--- src/hdl/sm83d_pkg.sv ---
// Shared codes, operand descriptors and helper functions for the SM83 opcode decoder.
package sm83d_pkg;

    localparam logic [7:0] PREFIX_BYTE   = 8'hCB;
    localparam logic [7:0] HALT_BYTE     = 8'h76;
    localparam logic [7:0] JP_IMM_BYTE   = 8'hC3;
    localparam logic [7:0] DI_BYTE       = 8'hF3;
    localparam logic [7:0] EI_BYTE       = 8'hFB;
    localparam logic [7:0] CALL_IMM_BYTE = 8'hCD;

    // Operation numbers.
    localparam logic [5:0] OP_ADD8    = 6'd0;
    localparam logic [5:0] OP_RLCA    = 6'd8;
    localparam logic [5:0] OP_LD16    = 6'd16;
    localparam logic [5:0] OP_ADD16   = 6'd17;
    localparam logic [5:0] OP_LD8     = 6'd18;
    localparam logic [5:0] OP_INC16   = 6'd19;
    localparam logic [5:0] OP_DEC16   = 6'd20;
    localparam logic [5:0] OP_INC8    = 6'd21;
    localparam logic [5:0] OP_DEC8    = 6'd22;
    localparam logic [5:0] OP_NOP     = 6'd23;
    localparam logic [5:0] OP_STOP    = 6'd24;
    localparam logic [5:0] OP_JR      = 6'd25;
    localparam logic [5:0] OP_HALT    = 6'd26;
    localparam logic [5:0] OP_JP      = 6'd27;
    localparam logic [5:0] OP_DI      = 6'd28;
    localparam logic [5:0] OP_EI      = 6'd29;
    localparam logic [5:0] OP_INVALID = 6'd30;
    localparam logic [5:0] OP_CALL    = 6'd31;
    localparam logic [5:0] OP_PUSH    = 6'd32;
    localparam logic [5:0] OP_RST     = 6'd33;
    localparam logic [5:0] OP_RET     = 6'd34;
    localparam logic [5:0] OP_POP     = 6'd35;
    localparam logic [5:0] OP_RETI    = 6'd36;
    localparam logic [5:0] OP_RLC     = 6'd37;
    localparam logic [5:0] OP_BIT     = 6'd45;
    localparam logic [5:0] OP_RES     = 6'd46;
    localparam logic [5:0] OP_SET     = 6'd47;

    // Operand numbers.
    localparam logic [5:0] OD_NONE   = 6'd0;
    localparam logic [5:0] OD_B      = 6'd1;
    localparam logic [5:0] OD_A      = 6'd8;
    localparam logic [5:0] OD_BC     = 6'd9;
    localparam logic [5:0] OD_HL     = 6'd11;
    localparam logic [5:0] OD_NZ     = 6'd13;
    localparam logic [5:0] OD_SP     = 6'd17;
    localparam logic [5:0] OD_MBC    = 6'd18;
    localparam logic [5:0] OD_IMM16  = 6'd22;
    localparam logic [5:0] OD_IMM8   = 6'd23;
    localparam logic [5:0] OD_MIMM16 = 6'd24;
    localparam logic [5:0] OD_SIMM8  = 6'd25;
    localparam logic [5:0] OD_RST0   = 6'd26;
    localparam logic [5:0] OD_MHIGH8 = 6'd34;
    localparam logic [5:0] OD_SPREL  = 6'd35;
    localparam logic [5:0] OD_MHIGHC = 6'd36;
    localparam logic [5:0] OD_BIT0   = 6'd37;

    typedef enum logic [3:0] {
        OK_NONE,
        OK_FIXED,
        OK_REG8,
        OK_R16SP,
        OK_R16AF,
        OK_COND,
        OK_MEMPAIR,
        OK_RSTV,
        OK_BITN
    } operand_kind_t;

    // An operand before it is turned into its final number.
    typedef struct packed {
        operand_kind_t kind;
        logic [2:0]    idx;
        logic [5:0]    code;
    } operand_t;

    // What the first stage learns about a request.
    typedef struct packed {
        logic       prefixed;
        logic [7:0] opcode;
        logic       is_halt;
        logic       is_jp_imm;
        logic       is_di;
        logic       is_ei;
        logic       is_call_imm;
    } class_t;

    function automatic operand_t opd_fixed(input logic [5:0] code);
        operand_t r;
        r.kind = OK_FIXED;
        r.idx  = 3'd0;
        r.code = code;
        return r;
    endfunction

    function automatic operand_t opd_sel(input operand_kind_t kind, input logic [2:0] idx);
        operand_t r;
        r.kind = kind;
        r.idx  = idx;
        r.code = OD_NONE;
        return r;
    endfunction

endpackage

--- src/hdl/sm83d_classify.sv ---
// First stage: picks the byte to decode and flags the opcodes that are matched whole.
module sm83d_classify
    import sm83d_pkg::*;
(
    input  logic       clk,
    input  logic       rst_n,
    input  logic       in_valid,
    input  logic [7:0] first_byte,
    input  logic [7:0] second_byte,
    output logic       cls_valid,
    output class_t     cls
);

    logic   valid_reg;
    class_t cls_reg;
    class_t cls_next;

    always_comb
    begin
        cls_next.prefixed    = (first_byte == PREFIX_BYTE);
        cls_next.opcode      = cls_next.prefixed ? second_byte : first_byte;
        cls_next.is_halt     = (first_byte == HALT_BYTE);
        cls_next.is_jp_imm   = (first_byte == JP_IMM_BYTE);
        cls_next.is_di       = (first_byte == DI_BYTE);
        cls_next.is_ei       = (first_byte == EI_BYTE);
        cls_next.is_call_imm = (first_byte == CALL_IMM_BYTE);
    end

    always_ff @(posedge clk or negedge rst_n)
    begin
        if (!rst_n)
        begin
            valid_reg <= 1'b0;
        end
        else
        begin
            valid_reg <= in_valid;
        end
    end

    always_ff @(posedge clk)
    begin
        cls_reg <= cls_next;
    end

    assign cls_valid = valid_reg;
    assign cls       = cls_reg;

endmodule

--- src/hdl/sm83d_decode.sv ---
// Second stage: works out the operation and the kind of each operand.
module sm83d_decode
    import sm83d_pkg::*;
(
    input  logic     clk,
    input  logic     rst_n,
    input  logic     cls_valid,
    input  class_t   cls,
    output logic     dec_valid,
    output logic [5:0] dec_op,
    output operand_t dec_first,
    output operand_t dec_second
);

    logic       valid_reg;
    logic [5:0] op_reg;
    logic [5:0] op_next;
    operand_t   first_reg;
    operand_t   first_next;
    operand_t   second_reg;
    operand_t   second_next;

    logic [1:0] quad;
    logic [2:0] mid;
    logic [2:0] low;
    logic [2:0] pair;
    logic [2:0] sub;

    assign quad = cls.opcode[7:6];
    assign mid  = cls.opcode[5:3];
    assign low  = cls.opcode[2:0];
    assign pair = {1'b0, cls.opcode[5:4]};
    assign sub  = {1'b0, cls.opcode[4:3]};

    always_comb
    begin
        op_next     = OP_INVALID;
        first_next  = opd_fixed(OD_NONE);
        second_next = opd_fixed(OD_NONE);
        if (cls.prefixed)
        begin
            case (quad)
                2'd0:
                begin
                    op_next    = OP_RLC + {3'b000, mid};
                    first_next = opd_sel(OK_REG8, low);
                end
                2'd1: op_next = OP_BIT;
                2'd2: op_next = OP_RES;
                default: op_next = OP_SET;
            endcase
            if (quad != 2'd0)
            begin
                first_next  = opd_sel(OK_BITN, mid);
                second_next = opd_sel(OK_REG8, low);
            end
        end
        else
        begin
            case (quad)
                2'd0:
                begin
                    case (low)
                        3'd0:
                        begin
                            if (mid[2])
                            begin
                                op_next     = OP_JR;
                                first_next  = opd_sel(OK_COND, sub);
                                second_next = opd_fixed(OD_SIMM8);
                            end
                            else
                            begin
                                case (mid[1:0])
                                    2'd0: op_next = OP_NOP;
                                    2'd1:
                                    begin
                                        op_next     = OP_LD16;
                                        first_next  = opd_fixed(OD_MIMM16);
                                        second_next = opd_fixed(OD_SP);
                                    end
                                    2'd2:
                                    begin
                                        op_next    = OP_STOP;
                                        first_next = opd_fixed(OD_IMM8);
                                    end
                                    default:
                                    begin
                                        op_next    = OP_JR;
                                        first_next = opd_fixed(OD_SIMM8);
                                    end
                                endcase
                            end
                        end
                        3'd1:
                        begin
                            if (cls.opcode[3])
                            begin
                                op_next     = OP_ADD16;
                                first_next  = opd_fixed(OD_HL);
                                second_next = opd_sel(OK_R16SP, pair);
                            end
                            else
                            begin
                                op_next     = OP_LD16;
                                first_next  = opd_sel(OK_R16SP, pair);
                                second_next = opd_fixed(OD_IMM16);
                            end
                        end
                        3'd2:
                        begin
                            op_next = OP_LD8;
                            if (cls.opcode[3])
                            begin
                                first_next  = opd_fixed(OD_A);
                                second_next = opd_sel(OK_MEMPAIR, pair);
                            end
                            else
                            begin
                                first_next  = opd_sel(OK_MEMPAIR, pair);
                                second_next = opd_fixed(OD_A);
                            end
                        end
                        3'd3:
                        begin
                            op_next    = cls.opcode[3] ? OP_DEC16 : OP_INC16;
                            first_next = opd_sel(OK_R16SP, pair);
                        end
                        3'd4:
                        begin
                            op_next    = OP_INC8;
                            first_next = opd_sel(OK_REG8, mid);
                        end
                        3'd5:
                        begin
                            op_next    = OP_DEC8;
                            first_next = opd_sel(OK_REG8, mid);
                        end
                        3'd6:
                        begin
                            op_next     = OP_LD8;
                            first_next  = opd_sel(OK_REG8, mid);
                            second_next = opd_fixed(OD_IMM8);
                        end
                        default: op_next = OP_RLCA + {3'b000, mid};
                    endcase
                end
                2'd1:
                begin
                    if (cls.is_halt)
                    begin
                        op_next = OP_HALT;
                    end
                    else
                    begin
                        op_next     = OP_LD8;
                        first_next  = opd_sel(OK_REG8, mid);
                        second_next = opd_sel(OK_REG8, low);
                    end
                end
                2'd2:
                begin
                    op_next     = OP_ADD8 + {3'b000, mid};
                    first_next  = opd_fixed(OD_A);
                    second_next = opd_sel(OK_REG8, low);
                end
                default:
                begin
                    case (low)
                        3'd0:
                        begin
                            if (!mid[2])
                            begin
                                op_next    = OP_RET;
                                first_next = opd_sel(OK_COND, sub);
                            end
                            else
                            begin
                                case (mid[1:0])
                                    2'd0:
                                    begin
                                        op_next     = OP_LD8;
                                        first_next  = opd_fixed(OD_MHIGH8);
                                        second_next = opd_fixed(OD_A);
                                    end
                                    2'd1:
                                    begin
                                        op_next     = OP_ADD16;
                                        first_next  = opd_fixed(OD_SP);
                                        second_next = opd_fixed(OD_SIMM8);
                                    end
                                    2'd2:
                                    begin
                                        op_next     = OP_LD8;
                                        first_next  = opd_fixed(OD_A);
                                        second_next = opd_fixed(OD_MHIGH8);
                                    end
                                    default:
                                    begin
                                        op_next     = OP_LD16;
                                        first_next  = opd_fixed(OD_HL);
                                        second_next = opd_fixed(OD_SPREL);
                                    end
                                endcase
                            end
                        end
                        3'd1:
                        begin
                            if (!cls.opcode[3])
                            begin
                                op_next    = OP_POP;
                                first_next = opd_sel(OK_R16AF, pair);
                            end
                            else
                            begin
                                case (pair[1:0])
                                    2'd0: op_next = OP_RET;
                                    2'd1: op_next = OP_RETI;
                                    2'd2:
                                    begin
                                        op_next    = OP_JP;
                                        first_next = opd_fixed(OD_HL);
                                    end
                                    default:
                                    begin
                                        op_next     = OP_LD16;
                                        first_next  = opd_fixed(OD_SP);
                                        second_next = opd_fixed(OD_HL);
                                    end
                                endcase
                            end
                        end
                        3'd2:
                        begin
                            if (!mid[2])
                            begin
                                op_next     = OP_JP;
                                first_next  = opd_sel(OK_COND, sub);
                                second_next = opd_fixed(OD_IMM16);
                            end
                            else
                            begin
                                op_next = OP_LD8;
                                case (mid[1:0])
                                    2'd0:
                                    begin
                                        first_next  = opd_fixed(OD_MHIGHC);
                                        second_next = opd_fixed(OD_A);
                                    end
                                    2'd1:
                                    begin
                                        first_next  = opd_fixed(OD_MIMM16);
                                        second_next = opd_fixed(OD_A);
                                    end
                                    2'd2:
                                    begin
                                        first_next  = opd_fixed(OD_A);
                                        second_next = opd_fixed(OD_MHIGHC);
                                    end
                                    default:
                                    begin
                                        first_next  = opd_fixed(OD_A);
                                        second_next = opd_fixed(OD_MIMM16);
                                    end
                                endcase
                            end
                        end
                        3'd3:
                        begin
                            if (cls.is_jp_imm)
                            begin
                                op_next    = OP_JP;
                                first_next = opd_fixed(OD_IMM16);
                            end
                            else if (cls.is_di)
                            begin
                                op_next = OP_DI;
                            end
                            else if (cls.is_ei)
                            begin
                                op_next = OP_EI;
                            end
                        end
                        3'd4:
                        begin
                            if (!mid[2])
                            begin
                                op_next     = OP_CALL;
                                first_next  = opd_sel(OK_COND, sub);
                                second_next = opd_fixed(OD_IMM16);
                            end
                        end
                        3'd5:
                        begin
                            if (!cls.opcode[3])
                            begin
                                op_next    = OP_PUSH;
                                first_next = opd_sel(OK_R16AF, pair);
                            end
                            else if (cls.is_call_imm)
                            begin
                                op_next    = OP_CALL;
                                first_next = opd_fixed(OD_IMM16);
                            end
                        end
                        3'd6:
                        begin
                            op_next     = OP_ADD8 + {3'b000, mid};
                            first_next  = opd_fixed(OD_A);
                            second_next = opd_fixed(OD_IMM8);
                        end
                        default:
                        begin
                            op_next    = OP_RST;
                            first_next = opd_sel(OK_RSTV, mid);
                        end
                    endcase
                end
            endcase
        end
    end

    always_ff @(posedge clk or negedge rst_n)
    begin
        if (!rst_n)
        begin
            valid_reg <= 1'b0;
        end
        else
        begin
            valid_reg <= cls_valid;
        end
    end

    always_ff @(posedge clk)
    begin
        op_reg     <= op_next;
        first_reg  <= first_next;
        second_reg <= second_next;
    end

    assign dec_valid  = valid_reg;
    assign dec_op     = op_reg;
    assign dec_first  = first_reg;
    assign dec_second = second_reg;

endmodule

--- src/hdl/sm83d_emit.sv ---
// Third stage: turns operand kinds into operand numbers and holds the result.
module sm83d_emit
    import sm83d_pkg::*;
(
    input  logic       clk,
    input  logic       rst_n,
    input  logic       dec_valid,
    input  logic [5:0] dec_op,
    input  operand_t   dec_first,
    input  operand_t   dec_second,
    output logic       done,
    output logic [5:0] operation_code,
    output logic [5:0] first_operand,
    output logic [5:0] second_operand
);

    logic       valid_reg;
    logic [5:0] op_reg;
    logic [5:0] first_reg;
    logic [5:0] first_next;
    logic [5:0] second_reg;
    logic [5:0] second_next;

    function automatic logic [5:0] resolve(input operand_t o);
        logic [5:0] r;
        case (o.kind)
            OK_FIXED:   r = o.code;
            OK_REG8:    r = OD_B + {3'b000, o.idx};
            OK_R16SP:   r = (o.idx[1:0] == 2'd3) ? OD_SP : OD_BC + {4'b0000, o.idx[1:0]};
            OK_R16AF:   r = OD_BC + {4'b0000, o.idx[1:0]};
            OK_COND:    r = OD_NZ + {4'b0000, o.idx[1:0]};
            OK_MEMPAIR: r = OD_MBC + {4'b0000, o.idx[1:0]};
            OK_RSTV:    r = OD_RST0 + {3'b000, o.idx};
            OK_BITN:    r = OD_BIT0 + {3'b000, o.idx};
            default:    r = OD_NONE;
        endcase
        return r;
    endfunction

    assign first_next  = resolve(dec_first);
    assign second_next = resolve(dec_second);

    always_ff @(posedge clk or negedge rst_n)
    begin
        if (!rst_n)
        begin
            valid_reg <= 1'b0;
        end
        else
        begin
            valid_reg <= dec_valid;
        end
    end

    always_ff @(posedge clk)
    begin
        op_reg     <= dec_op;
        first_reg  <= first_next;
        second_reg <= second_next;
    end

    assign done           = valid_reg;
    assign operation_code = op_reg;
    assign first_operand  = first_reg;
    assign second_operand = second_reg;

endmodule

--- src/hdl/sm83_opcode_decoder_top.sv ---
// Top level of the SM83 opcode decoder: three pipeline stages in a row.
//
// A request is accepted at a rising edge where start is high and busy is low.
// It carries first_byte and second_byte; second_byte matters only when the
// first byte is the 0xCB prefix. busy is always low, so a new request can be
// given in every cycle.
// The result for a request passes the classify, decode and operand stage
// registers in turn; done is high for exactly one cycle while operation_code,
// first_operand and second_operand hold the decode, and that is the only
// cycle they are valid. Throughput is one request per cycle.
// Results come out in request order. The receiver cannot stall the block, so
// it must take each result in the cycle that done marks it.
// Reset clears the valid bits of all stages, so requests still in flight are
// dropped and done stays low until new requests have passed through.
module sm83_opcode_decoder_top
    import sm83d_pkg::*;
(
    input  logic       clk,
    input  logic       rst_n,
    input  logic       start,
    output logic       busy,
    input  logic [7:0] first_byte,
    input  logic [7:0] second_byte,
    output logic       done,
    output logic [5:0] operation_code,
    output logic [5:0] first_operand,
    output logic [5:0] second_operand
);

    logic       cls_valid;
    class_t     cls;
    logic       dec_valid;
    logic [5:0] dec_op;
    operand_t   dec_first;
    operand_t   dec_second;

    assign busy = 1'b0;

    sm83d_classify u_classify
    (
        .clk         (clk),
        .rst_n       (rst_n),
        .in_valid    (start),
        .first_byte  (first_byte),
        .second_byte (second_byte),
        .cls_valid   (cls_valid),
        .cls         (cls)
    );

    sm83d_decode u_decode
    (
        .clk        (clk),
        .rst_n      (rst_n),
        .cls_valid  (cls_valid),
        .cls        (cls),
        .dec_valid  (dec_valid),
        .dec_op     (dec_op),
        .dec_first  (dec_first),
        .dec_second (dec_second)
    );

    sm83d_emit u_emit
    (
        .clk            (clk),
        .rst_n          (rst_n),
        .dec_valid      (dec_valid),
        .dec_op         (dec_op),
        .dec_first      (dec_first),
        .dec_second     (dec_second),
        .done           (done),
        .operation_code (operation_code),
        .first_operand  (first_operand),
        .second_operand (second_operand)
    );

endmodule

--- config.mk ---
export PLATFORM = sky130hd
export DESIGN_NAME = sm83_opcode_decoder_top
export DESIGN_NICKNAME = d
export VERILOG_FILES = /design/src/hdl/sm83d_pkg.sv /design/src/hdl/sm83d_classify.sv /design/src/hdl/sm83d_decode.sv /design/src/hdl/sm83d_emit.sv /design/src/hdl/sm83_opcode_decoder_top.sv
export SDC_FILE = /design/constraint.sdc
export NUM_CORES = 1
export LEC_CHECK = 0
export BUFFER_PORTS_ARGS = -buffer_cell sky130_fd_sc_hd__buf_4
export CAP_MARGIN = 20
export CELL_PAD_IN_SITES_DETAIL_PLACEMENT = 0
export CELL_PAD_IN_SITES_GLOBAL_PLACEMENT = 2
export CORE_MARGIN = 2
export CORE_UTILIZATION = 31
export DETAILED_ROUTE_END_ITERATION = 10
export PLACE_DENSITY = 0.81
export SETUP_SLACK_MARGIN = 0.05
export SYNTH_ARGS = -nofsm -noshare
export SYNTH_HDL_FRONTEND = slang
export SYNTH_SLANG_ARGS = --single-unit
export TNS_END_PERCENT = 5
--- constraint.sdc ---
create_clock -name clk -period 2.3 [get_ports clk]
set_input_delay 0.23 -clock clk [delete_from_list [all_inputs] [get_ports clk]]
set_output_delay 0.23 -clock clk [all_outputs]
set_load 0.03 [all_outputs]
==> results.sh <==
export IMPL_grt_use_total=0.184
export IMPL_drv_slew=0
export IMPL_relSlewSlack=0.544
export IMPL_setup_viol=0
export IMPL_synth_top_flop_cell="dfxtp_1"
export IMPL_vias=3696
export IMPL_grt_pass1_vias=3498
export IMPL_cts_buffer_depth=2
export IMPL_synth_seq_area_share=0.349
export IMPL_fin_crit_sh=0.850
export IMPL_crit_path_max_fanout=21
export IMPL_synth_fa_ha_area_frac=0.0556
export IMPL_synth_top_cells_by_area="dfxtp_1 33%, ha_1 5.6%, a21oi_1 4.6%"
export IMPL_netlist_area_um2=3830
export IMPL_grt_ovfl_total=0
export IMPL_dr_pass1_iters=5
export IMPL_critPathBufInv=2
export IMPL_final_setup_tns_ps=0
export IMPL_max_clock_freq_ghz=0.511
export IMPL_worst_pin_slew_ps=683
export IMPL_cp_cell_sequence="buf_4 -> ha_1 -> inv_1 -> ha_1 -> a2111oi_0 -> o221ai_1"
export IMPL_maxCapViolations=0
export IMPL_drive_above_1_share=0.178
export IMPL_critPathSlowestCell="a2111oi_0"
export IMPL_syn_avg_cell_area_um2=8.26
export IMPL_r2r_setup_slack_ps=340
export IMPL_rsz0062_at_grt="no"
export IMPL_rr_startpoint="u_classify.cls[8]"
export IMPL_final_hold_viol_count=0
export IMPL_diodes=0
export IMPL_post_synth_top_area_cell="dfxtp_1"
export IMPL_wl_per_cell_um=17.7
export IMPL_holdCritPathClass="primary input to flip-flop"
export IMPL_worst_setup_path_type="flip-flop to flip-flop"
export IMPL_fp_dieW_um=115
export IMPL_cts_clk_slew_worst_paths_ps=50
export IMPL_start_util=0.319
export IMPL_antenna_found_initial=0
export IMPL_r2r_cells=6
export IMPL_vias_per_cell=5.65
export IMPL_synth_compound_area_share=0.297
export IMPL_p_leak_nw=1.83
export IMPL_io_buffers=37
export IMPL_cts_sinks=66
export IMPL_initialDrtViolationCount=591
export IMPL_ys_warn_count=0
export IMPL_path_common_cell="ha_1"
export IMPL_layoutNonFillerInstCount=654
export IMPL_synth_top_family_by_area="compound AO/OA/AOI/OAI gates"
export IMPL_core_um2=12000
export IMPL_syn_inst=463
export IMPL_fp_row_count=40
export IMPL_hold_buffers=2
export IMPL_hpwl_um=8460
export IMPL_async_flop_share=0.0455
export IMPL_status="finished clean"
export IMPL_largest_register_ffs=14
export IMPL_fin_area_um2=4520
export IMPL_drc=0
export IMPL_gp_congestion=0.973
export IMPL_area_growth_pct=18.0
export IMPL_dieArea_um2=13200
export IMPL_cts_tree="done"
export IMPL_clock_skew_ps=5.90
export IMPL_cts_buffers=9
export IMPL_place_area_um2=4230
export IMPL_htree_num_levels=3
export IMPL_synth_mux_area_frac=0.0209
export IMPL_synth_edf_count=0
export IMPL_timing_rr_end="u_decode.dec_op[2]"
export IMPL_critPathRequiredTime_ps=2490
export IMPL_layout_nets=538
export IMPL_final_antenna_net_count=0
export IMPL_syn_nets=499
export IMPL_synth_simple_area_share=0.190
export IMPL_grt_max_degree=22
export IMPL_die_h_um=115
export IMPL_cts_resized=0
export IMPL_synth_xor_area_share=0.00916
export IMPL_dpl_cell_count=636
export IMPL_holdPathStages=2
export IMPL_wl_um=11600
export IMPL_io_pins=39
export IMPL_synth_seq_cells=66
export IMPL_start_kind="flip-flop"
export IMPL_min_from="first_byte[1]"
export IMPL_crit_arrival_ps=2150
export IMPL_ys_types=72
export IMPL_slowest_delay_ps=490
export IMPL_path_delay_family="compound AO/OA/AOI/OAI gates"
export IMPL_grt_pass1_wl_um=18800
export IMPL_yosysTopAreaCellShare=0.330
export IMPL_powerDensity_nw_per_um2=676
export IMPL_insertion_delay_ps=330
export IMPL_hold_worst_slack_ps=91.2
export IMPL_ir_worst_vdd_mv=0.327
export IMPL_cts_root_buffer_cell="clkbuf_16"
export IMPL_fin_crit_ps=1960
export IMPL_min_to="u_classify.cls[0]"
export IMPL_post_cts_buffers=0
export IMPL_cp_end_kind="flip-flop"
## power by group
| part | internal [W] | total [W] | leakage, nW | switching (W) |
|---|---|---|---|---|
| sequential | 0.00122 | 0.00130 | 0.555 | 0.0000783 |
| clock | 0.000724 | 0.00120 | 0.129 | 0.000476 |
| combinational | 0.000224 | 0.000552 | 1.15 | 0.000328 |
## layout make-up
type | count | area, um^2
flip-flops and latches | 66 | 1340
well taps | 147 | 184
clock inverters | 5 | 31.3
multi-input cells | 344 | 2200
repair buffers | 60 | 455
fillers | 1243 | 7500
inverters | 21 | 78.8
clock buffers | 11 | 233
## cell usage after synthesis (all sizes together) (2+ instances only)
cell type	n
a2111oi	3
nor2b	15
and2b	4
ha	17
nor3	9
o32a	3
a211o	4
a31oi	10
inv	21
xor2	3
and3b	2
and3	2
a32oi	5
o21ai	43
a311oi	2
o211ai	5
dfxtp	63
a21oi	36
a22oi	6
nand4	2
clkbuf	8
a21boi	2
a221oi	4
mux2i	8
a211oi	4
buf	24
o22ai	7
o32ai	4
a21o	5
nor2	47
dfrtp	3
a32o	2
nand2b	7
nand2	36
nand3	16
o21a	6
o22a	3
o221ai	6
## layer usage
| layer | wire length [um] | track usage | vias up |
|---|---|---|---|
| met5 | 0 | 0 | - |
| met4 | 354 | 0.0859 | 0 |
| met3 | 923 | 0.0496 | 30 |
| met2 | 5270 | 0.285 | 195 |
| met1 | 5060 | 0.240 | 1709 |
| li1 | - | - | 1762 |
## metrics by stage
step | setup slack (ps) | total power [W] | utilization
after floorplan | 584 | 0.00168 | -
after global placement | 330 | 0.00187 | 0.352
after detailed placement | 386 | 0.00186 | 0.352
after CTS | 373 | 0.00309 | 0.376
after global routing | 210 | 0.00320 | 0.376
final | 344 | 0.00305 | 0.376
## worst max-delay path by stage
stage                           start                  to  slack [ps]  cells past startpoint
finish              u_classify.cls[8]  u_decode.dec_op[2]         340                      6
global route        u_classify.cls[8]  u_decode.dec_op[2]         210                      6
CTS                 u_classify.cls[8]  u_decode.dec_op[2]         370                      6
detailed placement  u_classify.cls[9]  u_decode.dec_op[0]         390                      7
global placement    u_classify.cls[8]  u_decode.dec_op[1]         330                      7
floorplan           u_classify.cls[8]  u_decode.dec_op[0]         580                      8
## placed cells by master (no fill, tap or decap), drive strengths merged, types with 5 or more instances in the layout
cell type,netlist,routed
a31oi,10,10
ha,17,17
nor2b,15,15
a21o,5,5
o21a,6,6
mux2i,8,8
clkbuf,8,11
o21ai,43,43
nand2b,7,7
dfxtp,63,63
a21oi,36,36
inv,21,21
a32oi,5,5
nand2,36,36
buf,24,58
o211ai,5,5
nor2,47,47
o221ai,6,6
nand3,16,16
a22oi,6,6
o22ai,7,7
nor3,9,9
## cell families after synthesis
family          after synthesis
fa+ha+maj                    17
xor+xnor                      4
simple gates                146
mux                           8
compound gates              168
other cells                   1
buf+inv                      53
flops                        66
## worst register-to-register path: cells and delay by family (launching register included)
kind	cells	cell delay, ps
flops	1	330
compound gates	2	670
fa+ha+maj	2	480
buf+inv	2	330
(Power assumes the default switching activity.)
